<file path="config.mk">
export PLATFORM = sky130hd
export DESIGN_NAME = counting_semaphore_fifo_waiters_top
export DESIGN_NICKNAME = d
export VERILOG_FILES = /design/src/rtl/core/csfw_pkg.sv /design/src/rtl/core/counting_semaphore_fifo_waiters_top.sv
export SDC_FILE = /design/constraint.sdc
export NUM_CORES = 1
export LEC_CHECK = 0
export BUFFER_PORTS_ARGS = -buffer_cell sky130_fd_sc_hd__buf_2
export CAP_MARGIN = 20
export CELL_PAD_IN_SITES_DETAIL_PLACEMENT = 1
export CELL_PAD_IN_SITES_GLOBAL_PLACEMENT = 1
export CORE_MARGIN = 2
export CORE_UTILIZATION = 30
export CTS_BUF_LIST = sky130_fd_sc_hd__clkbuf_8
export DETAILED_ROUTE_END_ITERATION = 10
export PLACE_DENSITY_LB_ADDON = 0.12
export SLEW_MARGIN = 40
export SYNTH_ARGS = -nofsm -noshare
export SYNTH_HDL_FRONTEND = slang
export SYNTH_SLANG_ARGS = --single-unit
</file>
<file path="constraint.sdc">
create_clock -name clock -period 5.23 [get_ports clock]
set_clock_uncertainty 0.2 [all_clocks]
set_input_delay 0.7845 -clock clock [delete_from_list [all_inputs] [get_ports clock]]
set_output_delay 0.7845 -clock clock [all_outputs]
set_load 0.01 [all_outputs]
</file>
<file path="src/rtl/core/csfw_pkg.sv">
// Shared types and codes for the counting semaphore with FIFO wait queue.
// Holds outcome codes, register indexes and the waiter entry layout.
// No dependencies.
`timescale 1ns / 1ps

package csfw_pkg;

   // Field widths fixed by the transaction format
   localparam int ID_W      = 8;
   localparam int PERMIT_W  = 16;
   localparam int OUTCOME_W = 3;
   localparam int CSR_IDX_W = 1;

   // Operation kinds on the request channel
   localparam logic OP_ACQUIRE = 1'b0;
   localparam logic OP_RELEASE = 1'b1;

   // Result outcome codes
   localparam logic [OUTCOME_W-1:0] OUT_GRANTED    = 3'd0;
   localparam logic [OUTCOME_W-1:0] OUT_QUEUED     = 3'd1;
   localparam logic [OUTCOME_W-1:0] OUT_WOKEN      = 3'd2;
   localparam logic [OUTCOME_W-1:0] OUT_NONE_WOKEN = 3'd3;
   localparam logic [OUTCOME_W-1:0] OUT_REJECTED   = 3'd4;

   // Configuration register indexes
   localparam logic [CSR_IDX_W-1:0] REG_PERMIT_LIMIT    = 1'd0;
   localparam logic [CSR_IDX_W-1:0] REG_INITIAL_PERMITS = 1'd1;

   // One wait queue entry
   typedef struct packed {
      logic [ID_W-1:0]     id;
      logic [PERMIT_W-1:0] need;
   } waiter_type;

endpackage

</file>
<file path="src/rtl/core/counting_semaphore_fifo_waiters_top.sv">
// Counting semaphore with permit limit and FIFO wait queue, top level.
// Depends on csfw_pkg for codes and the wait queue entry type.
`timescale 1ns / 1ps

// Usage:
//   req channel: one transaction per semaphore operation. tuser selects
//   acquire or release, tdata carries requester id and permit count.
//   rsp channel: one or more result transactions per request; tlast marks
//   the final one. tuser is the outcome code.
//   csr port: single-cycle writes, only while the block is idle. Writing
//   initial_permits loads the counter and empties the wait queue.
// Timing:
//   An acquire's result is loaded into the output register at the
//   accept edge. A release does the saturating add at accept, then the
//   compare/subtract unit checks the queue head; each wake passes through
//   a wait state before the next check, since the queue memory has one
//   registered read port at the head pointer.
//   One request is handled at a time; req_tready is low while a release
//   walks the queue.
// Reset: counter 0, limit 65535, queue empty; no clearing pass.
// Stall: a result waits in the output register while rsp_tready is low;
//   the walk holds until the register can take the next result.
module counting_semaphore_fifo_waiters_top #(
   parameter int QUEUE_DEPTH = 16
) (
   input  logic        clock,
   input  logic        reset,
   // Request channel
   input  logic        req_tvalid,
   output logic        req_tready,
   input  logic [23:0] req_tdata,   // [7:0] requester_id, [23:8] permit_count
   input  logic        req_tuser,   // [0] req_type
   // Result channel
   output logic        rsp_tvalid,
   input  logic        rsp_tready,
   output logic [23:0] rsp_tdata,   // [7:0] granted_id, [23:8] permits_left
   output logic [2:0]  rsp_tuser,   // [2:0] outcome
   output logic        rsp_tlast,   // last
   // Configuration port
   input  logic        csr_we,
   input  logic [csfw_pkg::CSR_IDX_W-1:0] csr_addr,
   input  logic [15:0] csr_wdata
);

   localparam int PTR_W = $clog2(QUEUE_DEPTH);
   localparam int CNT_W = $clog2(QUEUE_DEPTH + 1);
   localparam logic [PTR_W-1:0] PTR_LAST = PTR_W'(QUEUE_DEPTH - 1);
   localparam logic [CNT_W-1:0] CNT_FULL = CNT_W'(QUEUE_DEPTH);

   // Sequencer states
   localparam logic [1:0] ST_IDLE  = 2'd0;
   localparam logic [1:0] ST_CHECK = 2'd1;
   localparam logic [1:0] ST_WAIT  = 2'd2;

   localparam int PW = csfw_pkg::PERMIT_W;
   localparam int IW = csfw_pkg::ID_W;
   localparam int OW = csfw_pkg::OUTCOME_W;

   // Control registers
   logic [1:0]       state_ff, state_in;
   logic [PW-1:0]    counter_ff, counter_in;
   logic [PW-1:0]    limit_ff, limit_in;
   logic [PTR_W-1:0] head_ff, head_in;
   logic [PTR_W-1:0] tail_ff, tail_in;
   logic [CNT_W-1:0] count_ff, count_in;
   logic             pend_ff, pend_in;
   logic             rsp_valid_ff, rsp_valid_in;

   // Payload registers
   logic [IW-1:0]    pend_id_ff, pend_id_in;
   logic [PW-1:0]    pend_left_ff, pend_left_in;
   logic [OW-1:0]    rsp_outcome_ff, rsp_outcome_in;
   logic [IW-1:0]    rsp_id_ff, rsp_id_in;
   logic [PW-1:0]    rsp_left_ff, rsp_left_in;
   logic             rsp_last_ff, rsp_last_in;

   // Wait queue memory
   csfw_pkg::waiter_type queue_mem [QUEUE_DEPTH];
   csfw_pkg::waiter_type head_rd_ff;
   logic                 mem_we;
   csfw_pkg::waiter_type mem_wdata;

   logic             req_fire;
   logic             slot_free;
   logic [IW-1:0]    req_id;
   logic [PW-1:0]    req_cnt;
   logic [PW:0]      rel_sum;
   logic             wake;
   logic [PTR_W-1:0] head_next;
   logic [PTR_W-1:0] tail_next;

   assign req_id     = req_tdata[IW-1:0];
   assign req_cnt    = req_tdata[IW+PW-1:IW];
   assign slot_free  = !rsp_valid_ff || rsp_tready;
   assign req_tready = (state_ff == ST_IDLE) && slot_free;
   assign req_fire   = req_tvalid && req_tready;
   assign rel_sum    = {1'b0, counter_ff} + {1'b0, req_cnt};
   assign head_next  = (head_ff == PTR_LAST) ? '0 : head_ff + 1'b1;
   assign tail_next  = (tail_ff == PTR_LAST) ? '0 : tail_ff + 1'b1;

   // Compare: does the head waiter fit in the counter
   assign wake = (counter_ff != '0) && (count_ff != '0) && (counter_ff >= head_rd_ff.need);

   // Sequencer and datapath next state
   always_comb begin
      state_in       = state_ff;
      counter_in     = counter_ff;
      limit_in       = limit_ff;
      head_in        = head_ff;
      tail_in        = tail_ff;
      count_in       = count_ff;
      pend_in        = pend_ff;
      pend_id_in     = pend_id_ff;
      pend_left_in   = pend_left_ff;
      rsp_valid_in   = rsp_valid_ff && !rsp_tready;
      rsp_outcome_in = rsp_outcome_ff;
      rsp_id_in      = rsp_id_ff;
      rsp_left_in    = rsp_left_ff;
      rsp_last_in    = rsp_last_ff;
      mem_we         = 1'b0;
      mem_wdata.id   = req_id;
      mem_wdata.need = req_cnt;

      unique case (state_ff)
         ST_IDLE: begin
            if (csr_we) begin
               unique case (csr_addr)
                  csfw_pkg::REG_PERMIT_LIMIT: limit_in = csr_wdata;
                  csfw_pkg::REG_INITIAL_PERMITS: begin
                     counter_in = csr_wdata;
                     head_in    = '0;
                     tail_in    = '0;
                     count_in   = '0;
                  end
                  default: ;
               endcase
            end
            if (req_fire) begin
               if (req_tuser == csfw_pkg::OP_ACQUIRE) begin
                  rsp_valid_in = 1'b1;
                  rsp_id_in    = req_id;
                  rsp_last_in  = 1'b1;
                  if (counter_ff >= req_cnt) begin
                     counter_in     = counter_ff - req_cnt;
                     rsp_outcome_in = csfw_pkg::OUT_GRANTED;
                     rsp_left_in    = counter_ff - req_cnt;
                  end else if (count_ff < CNT_FULL) begin
                     mem_we         = 1'b1;
                     tail_in        = tail_next;
                     count_in       = count_ff + 1'b1;
                     rsp_outcome_in = csfw_pkg::OUT_QUEUED;
                     rsp_left_in    = counter_ff;
                  end else begin
                     rsp_outcome_in = csfw_pkg::OUT_REJECTED;
                     rsp_left_in    = counter_ff;
                  end
               end else begin
                  // Saturating add, clamps a counter left above a lowered limit
                  counter_in = (rel_sum > {1'b0, limit_ff}) ? limit_ff : rel_sum[PW-1:0];
                  pend_in    = 1'b0;
                  state_in   = ST_CHECK;
               end
            end
         end
         ST_CHECK: begin
            // Results go out one behind, so last is known when emitted
            if (slot_free || !pend_ff) begin
               if (wake) begin
                  if (pend_ff) begin
                     rsp_valid_in   = 1'b1;
                     rsp_outcome_in = csfw_pkg::OUT_WOKEN;
                     rsp_id_in      = pend_id_ff;
                     rsp_left_in    = pend_left_ff;
                     rsp_last_in    = 1'b0;
                  end
                  pend_in      = 1'b1;
                  pend_id_in   = head_rd_ff.id;
                  pend_left_in = counter_ff - head_rd_ff.need;
                  counter_in   = counter_ff - head_rd_ff.need;
                  head_in      = head_next;
                  count_in     = count_ff - 1'b1;
                  state_in     = ST_WAIT;
               end else if (slot_free) begin
                  rsp_valid_in = 1'b1;
                  rsp_last_in  = 1'b1;
                  if (pend_ff) begin
                     rsp_outcome_in = csfw_pkg::OUT_WOKEN;
                     rsp_id_in      = pend_id_ff;
                     rsp_left_in    = pend_left_ff;
                  end else begin
                     rsp_outcome_in = csfw_pkg::OUT_NONE_WOKEN;
                     rsp_id_in      = '0;
                     rsp_left_in    = counter_ff;
                  end
                  pend_in  = 1'b0;
                  state_in = ST_IDLE;
               end
            end
         end
         ST_WAIT: begin
            // Let the head read settle after the pointer moved
            state_in = ST_CHECK;
         end
         default: state_in = ST_IDLE;
      endcase
   end

   // Control state
   always_ff @(posedge clock) begin
      if (reset) begin
         state_ff     <= ST_IDLE;
         counter_ff   <= '0;
         limit_ff     <= '1;
         head_ff      <= '0;
         tail_ff      <= '0;
         count_ff     <= '0;
         pend_ff      <= 1'b0;
         rsp_valid_ff <= 1'b0;
      end else begin
         state_ff     <= state_in;
         counter_ff   <= counter_in;
         limit_ff     <= limit_in;
         head_ff      <= head_in;
         tail_ff      <= tail_in;
         count_ff     <= count_in;
         pend_ff      <= pend_in;
         rsp_valid_ff <= rsp_valid_in;
      end
   end

   // Payload registers
   always_ff @(posedge clock) begin
      pend_id_ff     <= pend_id_in;
      pend_left_ff   <= pend_left_in;
      rsp_outcome_ff <= rsp_outcome_in;
      rsp_id_ff      <= rsp_id_in;
      rsp_left_ff    <= rsp_left_in;
      rsp_last_ff    <= rsp_last_in;
   end

   // Queue memory: write at tail, registered read at head
   always_ff @(posedge clock) begin
      if (mem_we) begin
         queue_mem[tail_ff] <= mem_wdata;
      end
      head_rd_ff <= queue_mem[head_ff];
   end

   assign rsp_tvalid = rsp_valid_ff;
   assign rsp_tdata  = {rsp_left_ff, rsp_id_ff};
   assign rsp_tuser  = rsp_outcome_ff;
   assign rsp_tlast  = rsp_last_ff;

   // Checks
   a_count_bound: assert property (@(posedge clock) disable iff (reset)
      count_ff <= CNT_FULL)
      else $error("wait queue count above depth");

   a_wait_to_check: assert property (@(posedge clock) disable iff (reset)
      state_ff == ST_WAIT |=> state_ff == ST_CHECK)
      else $error("wait state did not return to check");

   a_wake_pops: assert property (@(posedge clock) disable iff (reset)
      (state_ff == ST_CHECK && wake && (slot_free || !pend_ff))
      |=> count_ff == $past(count_ff) - 1'b1)
      else $error("wake did not pop the queue");

   a_not_last_woken: assert property (@(posedge clock) disable iff (reset)
      (rsp_valid_ff && !rsp_last_ff) |-> rsp_outcome_ff == csfw_pkg::OUT_WOKEN)
      else $error("non-final result is not a wake");

   a_pend_busy: assert property (@(posedge clock) disable iff (reset)
      pend_ff |-> state_ff != ST_IDLE)
      else $error("pending wake left while idle");

endmodule

</file>
**Yosys cells after proc, flatten, opt, wreduce, memory -nomap -nowiden**

Memory sizes are Yosys's and may differ from the RTL's. A register that Yosys moved wholly into a read port is not among the register bits.
Index checks and enable logic that the tools add are counted.

- Bits in registers: 101
- Memory bits (writable): 384
- Input bits: 47
- Memories: 1

- Add/sub/neg operators: 7
- $lt $le $gt $ge: 4
- Equal/unequal tests: 13
- Multiplexer cells: 91
- Bitwise operators: 1
- Reductions and logical operators: 21

Memory list:

| name | words | width | read ports | clocked after memory_dff | wr ports | line | RTL |
|---|---|---|---|---|---|---|---|
| queue_mem | 16 | 24 | 1 | 1 | 1 | counting_semaphore_fifo_waiters_top.sv:78 | `csfw_pkg::waiter_type queue_mem [QUEUE_DEPTH];` |

Operator list:

| operator | number |
|---|---|
| 2-to-1 mux 16 bit | 16 |
| one-hot mux 16 bit (2 select lines) | 2 |
| 2-to-1 mux 8 bit | 7 |
| 2-to-1 mux 4 bit | 12 |
| 2-to-1 mux 5 bit | 8 |
| >= comparator 16 bit | 2 |
| subtractor 16 bit | 2 |
| 2-to-1 mux 1 bit | 25 |
| 2-to-1 mux 3 bit | 8 |
| adder 16 x 16 -> 17 bit | 1 |
| greater-than comparator 17 x 16 -> 1 bit | 1 |
| one-hot mux 8 bit (2 select lines) | 1 |
| nonzero test 16 bit | 1 |
| inequality test 2 bit (second input constant) | 7 |
| 2-to-1 mux 2 bit | 5 |
| one-hot mux 5 bit (2 select lines) | 1 |
| AND reduction 5 bit | 2 |
| AND reduction 3 bit | 3 |
| adder 4 x 1 -> 4 bit (second input constant) | 2 |
| == test 4 bit (second input constant) | 2 |
| one-hot mux 4 bit (2 select lines) | 1 |
| inequality test 3 bit (second input constant) | 2 |
| one-hot mux 1 bit (2 select lines) | 3 |
| one-hot mux 2 bit (3 select lines) | 1 |
| other kinds (15) | 22 |

**Depth between registers and ports, before layout**

Gate-level depths: netlist of run 1.

- Depth in word-level cells: 8
- Gate-level depth with buffers: 20
- Depth with buffers taken out: 18

**Worst setup path before layout of run 1**

No wires, ideal clock.

- Path type: input port to flip-flop
- Start point: in req_tdata[15]
- End point: mem queue_mem[3][0] (netlist name), enable pin
- Setup time: 0.435 ns
- Arrival time: 4.354 ns
- Required time: 4.595 ns
- Path slack: 0.241 ns
- Stages: 12
- Path through: inv_1 > ha_1 > buf_4 > a21oi_1 > nor2_1 > o41ai_4 > a32oi_1 > buf_2 > nor4_4 > buf_2 > nand2_1 > nor3_1

- Cells in the longest elaborated chain, start to end: 7

Ends and longest elaborated chain:

| item | line | RTL |
|---|---|---|
| from (decl) | counting_semaphore_fifo_waiters_top.sv:31 | `input logic [23:0] req_tdata,` |
| >= comparator 16 bit | counting_semaphore_fifo_waiters_top.sv:143 | `if (counter_ff >= req_cnt) begin` |
| 2-to-1 mux 1 bit | counting_semaphore_fifo_waiters_top.sv:143 |  |
| 2-to-1 mux 1 bit | counting_semaphore_fifo_waiters_top.sv:139 | `if (req_tuser == csfw_pkg::OP_ACQUIRE) begin` |
| 2-to-1 mux 1 bit | counting_semaphore_fifo_waiters_top.sv:138 | `if (req_fire) begin` |
| 2-to-1 mux 1 bit | counting_semaphore_fifo_waiters_top.sv:124 | `unique case (state_ff)` |
| 2-to-1 mux 1 bit | counting_semaphore_fifo_waiters_top.sv:243 | `if (mem_we) begin` |
| 2-to-1 mux 1 bit (implied by the code) | counting_semaphore_fifo_waiters_top.sv:244 | `queue_mem[tail_ff] <= mem_wdata;` |
| to (decl) | counting_semaphore_fifo_waiters_top.sv:78 |  |

Every way passes these cells.

**Worst setup path in the final report of run 1**

- Start point: reg counter_ff[1]
- End point: reg counter_ff[6]

- Cells in the longest elaborated chain, start to end: 6
- Elaborated cells on any way between the ends: 18
- Classes of those cells: add/sub (3); order compare (3); eq/ne (1); mux (7); reduce/logical (4)

Ends and longest elaborated chain:

| item | line | RTL |
|---|---|---|
| from (decl) | counting_semaphore_fifo_waiters_top.sv:61 | `logic [PW-1:0] counter_ff, counter_in;` |
| from (signal assigned) | counting_semaphore_fifo_waiters_top.sv:221 | `counter_ff <= counter_in;` |
| adder 16 x 16 -> 17 bit | counting_semaphore_fifo_waiters_top.sv:97 | `assign rel_sum = {1'b0, counter_ff} + {1'b0, req_cnt};` |
| greater-than comparator 17 x 16 -> 1 bit | counting_semaphore_fifo_waiters_top.sv:159 | `counter_in = (rel_sum > {1'b0, limit_ff}) ? limit_ff : rel_sum[PW-1:0];` |
| 2-to-1 mux 16 bit | counting_semaphore_fifo_waiters_top.sv:159 |  |
| 2-to-1 mux 16 bit | counting_semaphore_fifo_waiters_top.sv:139 |  |
| 2-to-1 mux 16 bit | counting_semaphore_fifo_waiters_top.sv:138 |  |
| one-hot mux 16 bit (2 select lines) | counting_semaphore_fifo_waiters_top.sv:124 |  |

Several ways; a longest one is shown, not always the timed one. The select of a mux whose other input is x is not followed.
A chain may end at the register's enable or synchronous reset.

==> results.cfg, run 1 <==
[route]
drt-wirelength-per-cell_um = 26.55
drt.antenna.violating_nets = 0
drt_wl_total_mm = 76.14
vias_per_cell = 5.156
route.detailed.drc = 0
drtIter0Drc = 1052
vias = 14790
dr.pass1.iters = 7

[synth]
synthTopCellsByCount = 436 x edfxtp_1, 120 x mux4_2, 89 x nor2_1
yosysTopAreaCell = edfxtp_1
ys_types = 85
avgSynthCellArea_um2 = 14.98
ys.warnings.count = 0
synth_edf_count = 436
syn_inst = 1541
async_flop_share = 0
ys_seq_area_frac = 0.6304
synth_area_leaders = edfxtp_1 57%, mux4_2 12%, dfxtp_1 6.3%
yosysTopAreaCellShare = 0.5671
synth.net_count = 1663
yosysMostFrequentCell = edfxtp_1
ys_seq_elements = 509
synth_flop_cell = edfxtp_1
syn_area_um2 = 23090

[place]
finalWeightedCongestion = 0.8585
port_buffers = 76
placedCellCount = 2700
hpwl_mm = 49.82
placed_area_um2 = 25780
pre_cts_ws_ps = -187.5

[min_path]
hold_path_depth = 3
holdPathEnd = limit_ff[4]
hold_class = in2reg
hp-start = csr_wdata[4]

[timing]
setup_ws_ps = 307.4
setup_violations = 0
finalHoldViolCount = 0
clock.fmax_ghz = 0.2031
slew_violations = 0
min_period_over_period = 0.9412
whs_ps = 148.8
rsz0062_at_grt = no
max_slew.worst_pin.slew_ps = 870.6
post-route-min-period_ps = 4923
setup_tns_ps = 0
relSlewSlack = 0.4196

[finish]
drive_above_1_share = 0.2733
stdcell_area_um2 = 27580
fin_cells = 2868
synthToLayoutAreaGrowth_pct = 19.47
fin_nets = 1884
postLayoutCoreUtil = 0.3625

[floorplanning]
rows = 101
die_area_um2 = 79190
start_util = 0.3035
die_h_um = 281.4
die_w_um = 281.4
ios = 77
core_um2 = 76080

[clock_network]
clk_latency_ps = 710
cts_tree = yes
cts_root_buf = clkbuf_8
htreeDepth = 3
postCtsSetupRepairBufs = 0
cts_sinks = 509
cts_made_buffers = 90
clkTransAtPathRegs_ps = 70
clk_path_buf_depth = 3

[worst_setup_path]
rrSetupSlack_ps = 310
worst-path-buf-inv = 2
crit_chain = ha_1 > nand2b_1 > a221oi_1 > o31ai_1 > o311ai_0 > buf_4 > a21o_1 > nand2_1 > ha_1 > nand2_1 > nor3_1 > a2111o_1 > o32ai_1 > and3_1 > buf_12 > mux2_2 > a21oi_1 > a21oi_1
cp.required_ps = 5570
cp_max_fo = 14
worstPathArrival_ps = 5260
r2r-start = counter_ff[1]
worstSetupPathType = reg2reg
crit_family = compound AO/OA/AOI/OAI gates
end_kind = register
reg2reg_to = counter_ff[6]
crit_path_max_incr_delay_ps = 460
worst_path_max_delay_cell = dfxtp_1
r2r_cells = 18
start_kind = register

[global_routing]
track_usage = 0.1957
grt-ovfl-total = 0
grt_first_pass_wirelength_mm = 111.4
antenna_found_initial = 4
grt_pass1_vias = 15800
grt_max_degree = 59

[job]
drv_cap = 0

[power]
ir_drop_v = 0.0001890
power_mw = 11.10
p_per_area_nw_per_um2 = 402.5
p_leak_nw = 9.738

[run_status]
status = finished, final reports clean
power by group:
part	switching [mW]	internal, mW
Combinational	1.65	1.06
Clock	1.76	1.90
Sequential	0.126	4.61
Total	3.54	7.57
registers in the layout, summed over array words and instances (netlist names), 2 cells and up:
name	count
rsp_id_ff	8
rsp_tuser	3
tail_ff	4
rsp_left_ff	16
queue_mem	384
state_ff	2
head_ff	4
pend_left_ff	16
limit_ff	16
pend_id_ff	8
counter_ff	16
count_ff	5
head_rd_ff	24
cells in the final DEF, fill, tap and decap left out, types with 10 or more instances in the layout:
| master | instances |
|---|---|
| dfxtp_1 | 69 |
| o22ai_1 | 11 |
| mux4_2 | 120 |
| nor2_1 | 77 |
| mux2i_1 | 21 |
| nor3_1 | 26 |
| clkbuf_8 | 105 |
| buf_2 | 76 |
| buf_4 | 115 |
| o21a_1 | 11 |
| and3_1 | 10 |
| nor2_4 | 12 |
| o21ai_0 | 47 |
| ha_1 | 72 |
| nand2b_1 | 13 |
| edfxtp_1 | 436 |
| nand2_1 | 83 |
| o211ai_1 | 25 |
| a22oi_1 | 10 |
| a31oi_1 | 10 |
| a21o_1 | 12 |
| inv_1 | 113 |
| xor2_1 | 14 |
| xnor2_1 | 20 |
| clkinv_1 | 18 |
| a21oi_1 | 65 |
| nand3_1 | 18 |
| buf_12 | 19 |
layer usage:
metal / vias to the layer above / track usage / share of wire
met5: - / 0 / 0.00024
met4: 4 / 0.06478 / 0.032
met3: 146 / 0.03969 / 0.049
met2: 404 / 0.3082 / 0.46
met1: 7711 / 0.2701 / 0.46
li1: 6521 / - / -
what timing repair did:
action                                 4_1_cts  5_1_grt
resized for setup                            0        2
hold buffers                                 0        0
endpoints found under the hold margin        0        0
setup endpoints to repair                    0        3
worst min-delay path, stage by stage:
cell and delay, ps:
buf_2 90, nand2_1 40, o211ai_1 70
final cells by class:
type,count,area (um^2)
fill,7935,48500
sequential,509,14560
multi-input combinational,865,7996
timing repair buffer,210,1624
clock buffer,105,1445
tap,1030,1289
clock inverter,62,335.3
inverter,86,324.1
antenna,1,2.502
cells by family after synthesis:
kind of cell / count (synthesis) / synth area share
DFF: 509 / 0.6304
and+or+nand+nor: 307 / 0.06406
AOI/OAI and AO/OA: 304 / 0.09371
buffers and inverters: 167 / 0.02916
muxes: 145 / 0.1281
adders and majority gates: 75 / 0.04162
xor gates and xnor gates: 34 / 0.01290
worst max-delay path by stage:
stage | startpoint | end | slack, ps | cells past startpoint
after global routing | counter_ff[1] | counter_ff[6] | 20 | 18
after CTS | counter_ff[0] | counter_ff[6] | 310 | 20
after detailed placement | req_tdata[8] | counter_ff[6] | -190 | 21
after global placement | req_tdata[8] | counter_ff[6] | -140 | 21
final | counter_ff[1] | counter_ff[6] | 310 | 18
after floorplan | req_tdata[15] | queue_mem[3][0] | 240 | 12
(Power assumes the default switching activity.)
==> inputs of run 2 (changes only) <==
Settings changed: CAP_MARGIN 20 to not set, CORE_ASPECT_RATIO set to 1.4, CORE_MARGIN 2 to 4.
==> results.cfg, run 2 (synthesis gave the netlist of run 1 again) <==
[min_path]
holdPathEnd = limit_ff[4]
hp-start = csr_wdata[4]
hold_class = in2reg
hold_path_depth = 3

[finish]
largest_reg_flops = 384
final_common_cell = edfxtp_1
top_regs = queue_mem: 384 flops, head_rd_ff: 24 flops
registers.top_by_ff_count = queue_mem
fin_nets = 1876
synthToLayoutAreaGrowth_pct = 18.25
fillCellCount = 7880
drive_above_1_share = 0.2675
final_cell_mix = 436 x edfxtp_1, 120 x mux4_2, 112 x buf_4
fin_cells = 2802

[timing]
finalHoldViolCount = 0
setup_tns_ps = 0
setup_violations = 0
post-route-min-period_ps = 4957
min_period_over_period = 0.9478
clock.fmax_ghz = 0.2017
slew_violations = 0
max_slew.worst_pin.slew_ps = 833.1
relSlewSlack = 0.4411
setup_ws_ps = 273.2

[clock_network]
clk_latency_ps = 710
ctsResizeCount = 0
clkTransAtPathRegs_ps = 60
clk_path_buf_depth = 3
htreeDepth = 3
cts_hold_buf = 0
cts_root_buf = clkbuf_8
cts_tree = yes
cts_made_buffers = 84
postCtsSetupRepairBufs = 0
cts_sinks = 509

[global_routing]
grt_max_degree = 100
grt_pass1_vias = 16020
track_usage = 0.1903
antenna_found_initial = 2
grt_first_pass_wirelength_mm = 113.6
grt-ovfl-total = 0

[job]
drv_cap = 0

[floorplanning]
core_um2 = 76420
die_area_um2 = 81520
start_util = 0.3021
die_w_um = 242.5
rows = 120
die_h_um = 336.2
ios = 77

[worst_setup_path]
r2r-start = counter_ff[0]
start_kind = register
r2r_cells = 22
end_kind = register
worstPathArrival_ps = 5350
worstSetupPathType = reg2reg
rrSetupSlack_ps = 270
reg2reg_to = counter_ff[2]
cp_max_fo = 13
cp.required_ps = 5620

[route]
drt.antenna.violating_nets = 0
vias = 14620
drt-wirelength-per-cell_um = 27.73
drt_wl_total_mm = 77.69
vias_per_cell = 5.218
drtIter0Drc = 898
dr.pass1.iters = 5
route.detailed.drc = 0

[place]
placedCellCount = 2643
finalWeightedCongestion = 0.8873
pre_cts_ws_ps = -194.9
port_buffers = 76
hpwl_mm = 52.40

[run_status]
status = finished, final reports clean

[power]
ir_drop_v = 0.0001667
p_leak_nw = 9.616
p_per_area_nw_per_um2 = 395.7
-- run 2: how the worst max path moves through the flow --
stage,start,end,slack (ps),cells past startpoint
final,counter_ff[0],counter_ff[2],270,22
after global routing,counter_ff[1],counter_ff[9],-9,20
after CTS,counter_ff[0],counter_ff[9],260,21
after detailed placement,req_tdata[8],counter_ff[9],-190,22
after global placement,req_tdata[8],counter_ff[9],-170,23
after floorplan,req_tdata[15],queue_mem[3][0],240,12
-- run 2: layout make-up --
cell class	instances	area, um^2	share of cell area
Clock buffer	86	1184	0.04336
Antenna cell	2	5.005	0.0001833
Multi-Input combinational cell	865	7993	0.2928
Sequential cell	509	14560	0.5335
Clock inverter	70	372.9	0.01366
Timing Repair Buffer	208	1637	0.05995
Tap cell	976	1221	0.04473
Inverter	86	322.8	0.01183
-- run 2: report_power, final --
part           leakage (nW)  internal (mW)  switching [mW]
clock network         0.905           1.65            1.68
logic                  4.16           1.08            1.65
registers              4.55           4.61           0.123
total                  9.62           7.35            3.46
-- run 2: critical path: stages, from the launching register on --
cell	delay, ps
dfxtp_1	460
ha_1	220
inv_1	60
fa_1	390
nor2_1	180
buf_4	140
o311a_1	210
nor3_1	90
buf_4	150
nor2_1	110
xnor2_1	160
buf_4	160
ha_1	240
a21oi_1	150
o21ai_0	120
a2111o_1	420
o32ai_1	300
and3_1	290
buf_12	180
buf_4	150
mux2i_1	210
o211ai_1	100
o211a_1	160
-- run 2: through the flow --
stage / utilization / hold slack (ps) / total power, mW / instance area, um^2
after floorplan: - / 185.5 / 6.271 / 23090
after global placement: 0.3363 / 193.5 / 7.533 / 25700
after detailed placement: 0.3363 / 191.9 / 7.564 / 25700
after CTS: 0.3567 / 51.50 / 10.97 / 27260
after global routing: 0.3572 / 105.8 / 11.38 / 27300
final: 0.3572 / 126.1 / 10.80 / 27300
-- run 2: metal layers --
layer,global-route usage,vias up,part of all wire
met5,0,-,0
met1,0.2254,7710,0.40
li1,-,6491,-
met4,0.07661,0,0.036
met3,0.02592,114,0.033
met2,0.3486,305,0.53
==> inputs of run 3 (changes only) <==
Settings changed: MAX_ROUTING_LAYER set to met4, PLACE_DENSITY set to 0.48, PLACE_DENSITY_LB_ADDON 0.12 to not set.
==> results.cfg, run 3 (synthesis gave the netlist of run 1 again) <==
[timing]
relSlewSlack = 0.4358
finalHoldViolCount = 0
setup_violations = 0
clock.fmax_ghz = 0.2035
setup_tns_ps = 0
max_slew.worst_pin.slew_ps = 839.1
post-route-min-period_ps = 4914
min_period_over_period = 0.9396
rsz0062_at_grt = no
slew_violations = 0

[route]
drt-wirelength-per-cell_um = 27.53
drt_wl_total_mm = 77.10
route.detailed.drc = 0
vias_per_cell = 5.253
vias = 14720
dr.pass1.iters = 5
drtIter0Drc = 940
drt.antenna.violating_nets = 0

[power]
combinationalPowerShare = 0.253
pwr-share-clk = 0.307
p_sw_mw = 3.443
p_int_mw = 7.340
p_per_area_nw_per_um2 = 394.4
p_leak_nw = 9.655
ir_drop_v = 0.0001458
power_mw = 10.78
switching_share = 0.3193
seqPwrFrac = 0.439

[min_path]
hold_class = in2reg

[place]
finalWeightedCongestion = 0.8637
placedCellCount = 2646
hpwl_mm = 52.55
port_buffers = 76

[finish]
synthToLayoutAreaGrowth_pct = 18.44
fillCellCount = 7880
multi_input_comb_area_um2 = 7996
final_cell_mix = 436 x edfxtp_1, 120 x mux4_2, 114 x inv_1
fin_nets = 1877
fin_cells = 2801
final-seq-area_um2 = 14560
top_regs = queue_mem: 384 flops, head_rd_ff: 24 flops
largest_reg_flops = 384
drive_above_1_share = 0.2708
final_common_cell = edfxtp_1
registers.top_by_ff_count = queue_mem

[global_routing]
grt-ovfl-total = 0
grt_pass1_vias = 16030
grt_max_degree = 42
grt_first_pass_wirelength_mm = 112.6
antenna_found_initial = 1
track_usage = 0.1939

[job]
drv_cap = 0

[floorplanning]
die_w_um = 242.5
die_h_um = 336.2
core_um2 = 76420
start_util = 0.3021
die_area_um2 = 81520
ios = 77
rows = 120

[worst_setup_path]
cp_max_fo = 17
worstSetupPathType = reg2reg
worstPathArrival_ps = 5300
cp.required_ps = 5620
end_kind = register
start_kind = register

[clock_network]
htreeDepth = 3
cts_sinks = 509
postCtsSetupRepairBufs = 0
cts_tree = yes
clk_path_buf_depth = 3
cts_made_buffers = 83
clk_latency_ps = 710
clkTransAtPathRegs_ps = 60
cts_root_buf = clkbuf_8

[run_status]
status = finished, final reports clean
==> run 3: cell count changes in the layout (fill, tap and decap cells not counted), sizes merged <==
cell      before  now
buf          208  210
bufinv         2    1
clkbuf        86   90
clkinv        39   30
clkinvlp       0    2
diode          2    1
inv          115  117
==> run 3: timing repair <==
action,CTS,global route
gates resized for setup,0,3
hold buffers,0,0
setup endpoints to repair,0,12
==> run 3: path summary, 6_finish.rpt <==
kind	from	endpoint	slack, ps	depth (start not counted)
setup / recovery	counter_ff[0]	counter_ff[10]	320	20
hold / removal	csr_wdata[1]	limit_ff[1]	130	3
setup reg to reg	counter_ff[0]	counter_ff[10]	320	20
hold reg to reg	head_rd_ff[17]	pend_id_ff[1]	210	0
==> run 3: layer usage <==
| layer | GRT usage | part of all wire |
|---|---|---|
| met1 | 0.2206 | 0.40 |
| met2 | 0.3527 | 0.54 |
| met3 | 0.02273 | 0.028 |
| met4 | 0.06994 | 0.032 |
| met5 | - | 0 |
==> run 3: cell type report <==
class | count | area share
diodes | 1 | 0.00009152
clock buffers | 90 | 0.04530
clock inverters | 64 | 0.01226
inverters | 86 | 0.01181
multi-input cells | 865 | 0.2925
flip-flops and latches | 509 | 0.5327
well taps | 976 | 0.04466
repair buffers | 210 | 0.06077
==> run 3: worst max-delay path, stage by stage (launching register included) <==
cell      delay (ps)
dfxtp_1          430
ha_1             210
inv_1             60
fa_1             410
nor2_1           180
o311ai_1         110
buf_4            170
a211oi_4         300
o41a_1           240
a21boi_1         100
xor2_1           210
ha_1             290
nand2_1           90
nor3_1            60
a2111o_1         350
o32ai_1          290
and3_1           260
buf_12           180
mux2i_1           80
a211o_1          280
a311oi_1         280
==> run 3: per-stage QoR <==
stage	utilization	setup WS, ps	hold slack, ps	instance area (um^2)
floorplan	-	240.8	185.5	23090
global placement	0.3364	-300.6	191.7	25710
global route	0.3578	29.96	122.9	27340
finish	0.3578	315.7	131.2	27340
detailed placement	0.3369	-316.6	190.2	25750
CTS	0.3575	186.8	64.57	27320
==> run 3: power by group through the flow <==
stage,sequential [mW],combinational (mW),clock [mW]
4_1_cts,4.74,2.74,3.44
3_3_place_gp,4.83,2.69,0
2_1_floorplan,4.80,1.48,0
3_5_place_dp,4.82,2.73,0
6_report,4.74,2.73,3.31
5_1_grt,4.75,2.95,3.64
